## src/hdl/rbs_pkg.sv

```systemverilog
// Package for the rigid body bounce/sleep stepper.
// Types, register indexes, reset values and fixed-point helpers.
// No dependencies.
package rbs_pkg;

  // configuration register indexes
  localparam logic [2:0] CFG_GRAVITY  = 3'd0;
  localparam logic [2:0] CFG_STEP     = 3'd1;
  localparam logic [2:0] CFG_FRICTION = 3'd2;
  localparam logic [2:0] CFG_RESTIT   = 3'd3;
  localparam logic [2:0] CFG_SPIN     = 3'd4;
  localparam logic [2:0] CFG_LIN_LIM  = 3'd5;
  localparam logic [2:0] CFG_ANG_LIM  = 3'd6;
  localparam logic [2:0] CFG_SETTLE   = 3'd7;

  localparam logic [19:0] GRAVITY_RST  = 20'd10716;
  localparam logic [15:0] STEP_RST     = 16'd1092;
  localparam logic [15:0] FRICTION_RST = 16'd56361;
  localparam logic [15:0] RESTIT_RST   = 16'd14418;
  localparam logic [15:0] SPIN_RST     = 16'd47186;
  localparam logic [15:0] LIN_LIM_RST  = 16'd2621;
  localparam logic [15:0] ANG_LIM_RST  = 16'd1966;
  localparam logic [7:0]  SETTLE_RST   = 8'd30;

  localparam logic        CMD_SPAWN = 1'b0;
  localparam logic        CMD_TICK  = 1'b1;

  localparam int unsigned QUEUE_DEPTH = 2;

  typedef struct packed {
    logic [19:0] gravity;
    logic [15:0] step;
    logic [15:0] friction;
    logic [15:0] restit;
    logic [15:0] spin;
    logic [15:0] lin_lim;
    logic [15:0] ang_lim;
    logic [7:0]  settle;
  } rbs_cfg_t;

  typedef struct packed {
    logic            cmd;
    logic [63:0]     body_id;
    logic [2:0][31:0] pos;
    logic [30:0]     half_height;
    logic [2:0][31:0] vel;
    logic [2:0][31:0] spin;
  } rbs_item_t;

  typedef struct packed {
    logic [63:0]      id;
    logic [2:0][31:0] pos;
    logic [2:0][31:0] vel;
    logic [2:0][31:0] spin;
    logic [30:0]      half_height;
    logic [7:0]       quiet;
  } rbs_body_t;

  typedef struct packed {
    logic [63:0]      id;
    logic [2:0][31:0] pos;
    logic [2:0][31:0] vel;
    logic [2:0][31:0] spin;
    logic             settled;
    logic             last;
  } rbs_res_t;

  typedef enum logic [2:0] {
    ST_IDLE, ST_SP_RD, ST_SP_CMP, ST_SP_WR, ST_TK_RD, ST_TK_LOAD, ST_TK_OP, ST_TK_FIN
  } rbs_state_e;

  // micro-operations of one body update, in order
  typedef enum logic [4:0] {
    OP_GRAV, OP_PX, OP_PY, OP_PZ, OP_CONTACT, OP_FVX, OP_FVZ, OP_BVY,
    OP_WX, OP_WY, OP_WZ, OP_LX, OP_LY, OP_LZ, OP_AX, OP_AY, OP_AZ
  } rbs_op_e;

  localparam logic signed [65:0] S32_MAX = 66'sd2147483647;
  localparam logic signed [65:0] S32_MIN = -66'sd2147483648;

  function automatic logic [31:0] sat32(input logic signed [65:0] v);
    logic [31:0] r;
    if (v > S32_MAX) begin
      r = 32'h7fff_ffff;
    end else if (v < S32_MIN) begin
      r = 32'h8000_0000;
    end else begin
      r = v[31:0];
    end
    return r;
  endfunction

  // Q16 product back to Q16.16: round half up, then saturate
  function automatic logic [31:0] qround(input logic signed [65:0] p);
    logic signed [65:0] t;
    t = (p + 66'sd32768) >>> 16;
    return sat32(t);
  endfunction

endpackage

```

## src/hdl/rbs_front.sv

```systemverilog
// Front end: accepts input beats, drops spawns with id zero, queues the rest.
// Depends on rbs_pkg.
module rbs_front (
  input  logic                clk_i,
  input  logic                rst_ni,
  input  logic                in_valid_i,
  output logic                in_stall_o,
  input  rbs_pkg::rbs_item_t  item_i,
  output logic                q_valid_o,
  input  logic                q_pop_i,
  output rbs_pkg::rbs_item_t  q_item_o
);

  rbs_pkg::rbs_item_t buf_q [rbs_pkg::QUEUE_DEPTH];
  logic       wptr_q, wptr_d, rptr_q, rptr_d;
  logic [1:0] cnt_q, cnt_d;
  logic       push, pop, keep;

  // spawns with id zero are swallowed here
  assign keep       = (item_i.cmd == rbs_pkg::CMD_TICK) || (item_i.body_id != 64'd0);
  assign in_stall_o = (cnt_q == 2'(rbs_pkg::QUEUE_DEPTH));
  assign push       = in_valid_i && !in_stall_o && keep;
  assign pop        = q_pop_i && (cnt_q != 2'd0);
  assign q_valid_o  = (cnt_q != 2'd0);
  assign q_item_o   = buf_q[rptr_q];

  always_comb begin
    wptr_d = push ? !wptr_q : wptr_q;
    rptr_d = pop ? !rptr_q : rptr_q;
    cnt_d  = cnt_q + 2'(push) - 2'(pop);
  end

  always_ff @(posedge clk_i or negedge rst_ni) begin
    if (!rst_ni) begin
      wptr_q <= 1'b0;
      rptr_q <= 1'b0;
      cnt_q  <= 2'd0;
    end else begin
      wptr_q <= wptr_d;
      rptr_q <= rptr_d;
      cnt_q  <= cnt_d;
    end
  end

  // queue payload
  always_ff @(posedge clk_i) begin
    if (push) begin
      buf_q[wptr_q] <= item_i;
    end
  end

endmodule

```

## config.mk

```make
export PLATFORM = sky130hd
export DESIGN_NAME = rbs_front
export DESIGN_NICKNAME = d
export VERILOG_FILES = /design/src/hdl/rbs_pkg.sv /design/src/hdl/rbs_front.sv
export SDC_FILE = /design/constraint.sdc
export NUM_CORES = 1
export LEC_CHECK = 0
export BUFFER_PORTS_ARGS = -buffer_cell sky130_fd_sc_hd__buf_4
export CORE_AREA = 2 2 304 306
export DETAILED_ROUTE_END_ITERATION = 6
export DIE_AREA = 0 0 306 308
export PLACE_DENSITY = 0.62
export SETUP_SLACK_MARGIN = 0.02
export SLEW_MARGIN = 5
export SYNTH_ARGS = -nofsm -noshare
export SYNTH_HDL_FRONTEND = slang
export SYNTH_SLANG_ARGS = --single-unit
```

## constraint.sdc

```tcl
create_clock -name clk_i -period 20.9 [get_ports clk_i]
set_input_delay 6.27 -clock clk_i [delete_from_list [all_inputs] [get_ports clk_i]]
set_output_delay 6.27 -clock clk_i [all_outputs]
set_load 0.03 [all_outputs]
```

==> flow_summary.ini <==
[critical_path]
cp.arrival_ps = 4760
path_buf_inv = 4
path_cells = buf_4 -> buf_4 -> buf_4 -> mux2_2 -> buf_4
crit_path_end_kind = primary output
path_common_cell = buf_4
cpPeakStageDelay_ps = 900
crit_type = reg2out
critPathSlowestCell = dfrtp_4
critPathLaunchType = flip-flop
path_delay_family = buffers and inverters
ff2ff_setup_slack_ps = 15790
path_max_fanout = 73
critPathRequiredTime_ps = 14630

[pwr]
peakVddDrop_uv = 93.4
power.total_mw = 5.81
leakagePower_nw = 13.8
power.density_nw_per_um2 = 154

[yosys]
synthCells = 1238
synth_seq_cells = 772
synth_ff_type = edfxtp_1
synth_most_common_cell = edfxtp_1
syn-cell-area_um2 = 28100
yosysWarnings = 0
yosys.area.top_type_share_pct = 82.2
synth_cell_types = 21
synthTopCellsByCount = 768 x edfxtp_1, 384 x mux2_2, 35 x buf_4, 14 x nor4_1, 8 x buf_2
syn_nets = 1628
yosysTopAreaCell = edfxtp_1
ys_top_cells_by_area = edfxtp_1 82%, mux2_2 15%, buf_4 0.94%
synth-edff-count = 768
synth_seq_area_share_pct = 82.6
avgSynthCellArea_um2 = 22.7
ys_async_sr_fraction_pct = 0.518

[drt]
drt_first_pass_iters = 4
wl_per_cell_um = 20.1
drc = 0
ant_nets = 0
routed_via_density = 4.43
wl_um = 66400
drt_iter0_markers = 790
vias = 14661

[timing]
period_needed_ps = 11030
worstMarginPinSlew_ps = 1300
timing.final.ws_setup_ps = 9870
setup_tns_ps = 0
finalHoldViolations = 0
grt_setup_unrepaired = no
setup_violations = 0
timing.final.crit_share_pct = 52.8
fmax_mhz = 90.7
relSlewSlack_pct = 13.2
fin_skew_ps = 17.5
holdWs_ps = 502
slew_viol_final = 0

[layout]
final_nets = 2455
antenna_cells = 0
area_growth_pct = 34.7
layout-drive-gt1-share_pct = 60.8

[floorplan]
start_util_pct = 30.8
dieArea_um2 = 94200
ios = 774
coreArea_um2 = 91000
die_y_um = 308
die_x_um = 306
core.rowCount = 111

[clock_network]
cts_htree_levels = 3
clock-sinks = 772
cts_buffers = 81
cts_tree = built
clk_path_buf_depth = 3
root_buffer = clkbuf_16
postCtsSetupBuffers = 0
insertion_delay_ps = 640
cts_resized = 0
clkSlewWorstSetupHoldPaths_ps = 60
ctsHoldBuffers = 0

[global_routing]
grt_max_degree = 140
grt_util_all_layers_pct = 13.4
grt_pass1_vias = 15691
met1_usage_pct = 14.1
met3_usage_pct = 5.99
grt-ovfl-total = 0
antenna_found_initial = 0
busiest_layer = met2
globalRouteMet2Util_pct = 23.4
grt_pass1_wl_um = 95300

[placed_design]
gp_congestion = 0.809
io_buffers = 773
dp_hpwl_um = 46300
pre_cts_ws_ps = 9640

[status]
outcome = finished, final reports clean

[run]
drv_cap = 0

[worst_hold_path]
hold_class = reg2reg
## final timing paths
kind                                      endpoint  cells past startpoint                from
max                                  q_item_o[206]                      5  rptr_q$_DFFE_PN0P_
min                             cnt_q[1]$_DFF_PN0_                      1  cnt_q[1]$_DFF_PN0_
max reg2reg                buf_q[0][217]$_DFFE_PP_                      6  cnt_q[1]$_DFF_PN0_
min reg2reg                     cnt_q[1]$_DFF_PN0_                      1  cnt_q[1]$_DFF_PN0_
max in group asynchronous       rptr_q$_DFFE_PN0P_                      1              rst_ni
min in group asynchronous       rptr_q$_DFFE_PN0P_                      1              rst_ni
## power breakdown
part           internal, mW  switching [mW]  leakage, nW
logic                 0.827            1.37         5.37
clock network         0.833           0.577         1.28
registers              2.12          0.0848         7.18
## area by class of cell
class | instances | area, um^2
sequential | 772 | 23200
multi-input combinational | 420 | 4590
clock inverter | 41 | 429
timing repair buffer | 787 | 5920
inverter | 3 | 11.3
tap | 1186 | 1480
fill | 8086 | 53200
clock buffer | 101 | 2200
## metal layers
metal | share of wire (%) | vias to the layer above | wire [um]
met3 | 11 | 98 | 7310
met5 | 0 | - | 0
met2 | 50 | 635 | 33500
met4 | 2.7 | 0 | 1790
met1 | 36 | 7301 | 23800
li1 | - | 6627 | -
## worst reg2reg max path, cell delays in order, from the launching register on
cell      delay, ps
dfrtp_1         400
nor2b_1         190
a211oi_2        360
nor2b_4         870
buf_4           870
buf_4          1000
buf_4           940
## kinds of logic after synthesis
kind of cell | after synthesis | synth area share, %
DFF | 772 | 82.6
muxes | 384 | 15.4
buffers and inverters | 46 | 1.12
and+or+nand+nor | 29 | 0.647
xor gates and xnor gates | 4 | 0.125
adders and majority gates | 2 | 0.0892
AOI/OAI and AO/OA | 1 | 0.0446
## cells in the final DEF (no fill, tap or decap), types with 2 or more instances in the layout
cell | synthesis | layout
xor2_1 | 2 | 2
mux2_2 | 384 | 384
xnor2_1 | 2 | 2
nand4_1 | 3 | 3
clkbuf_8 | 0 | 3
ha_1 | 2 | 2
inv_1 | 3 | 3
nor2_1 | 2 | 2
clkinv_8 | 0 | 3
edfxtp_1 | 768 | 768
clkbuf_16 | 0 | 84
dfrtp_1 | 4 | 3
clkinv_1 | 0 | 15
clkinvlp_4 | 0 | 2
nor4_1 | 14 | 14
clkinv_2 | 0 | 10
buf_4 | 35 | 786
bufinv_16 | 0 | 7
clkbuf_1 | 0 | 14
## metrics by stage
stage               instance area (um^2)  std cells  util (%)
global placement                   35200       3168      38.7
floorplan                          28100       1238         -
detailed placement                 35200       3168      38.7
global route                       37800       3310      41.5
CTS                                37800       3310      41.5
finish                             37800       3310      41.5
## sequential cells by signal (all words and copies together), names as in the netlist
name	count
rptr_q	1
wptr_q	1
buf_q	768
cnt_q	2
No activity file was read; power rests on OpenSTA's default activity.
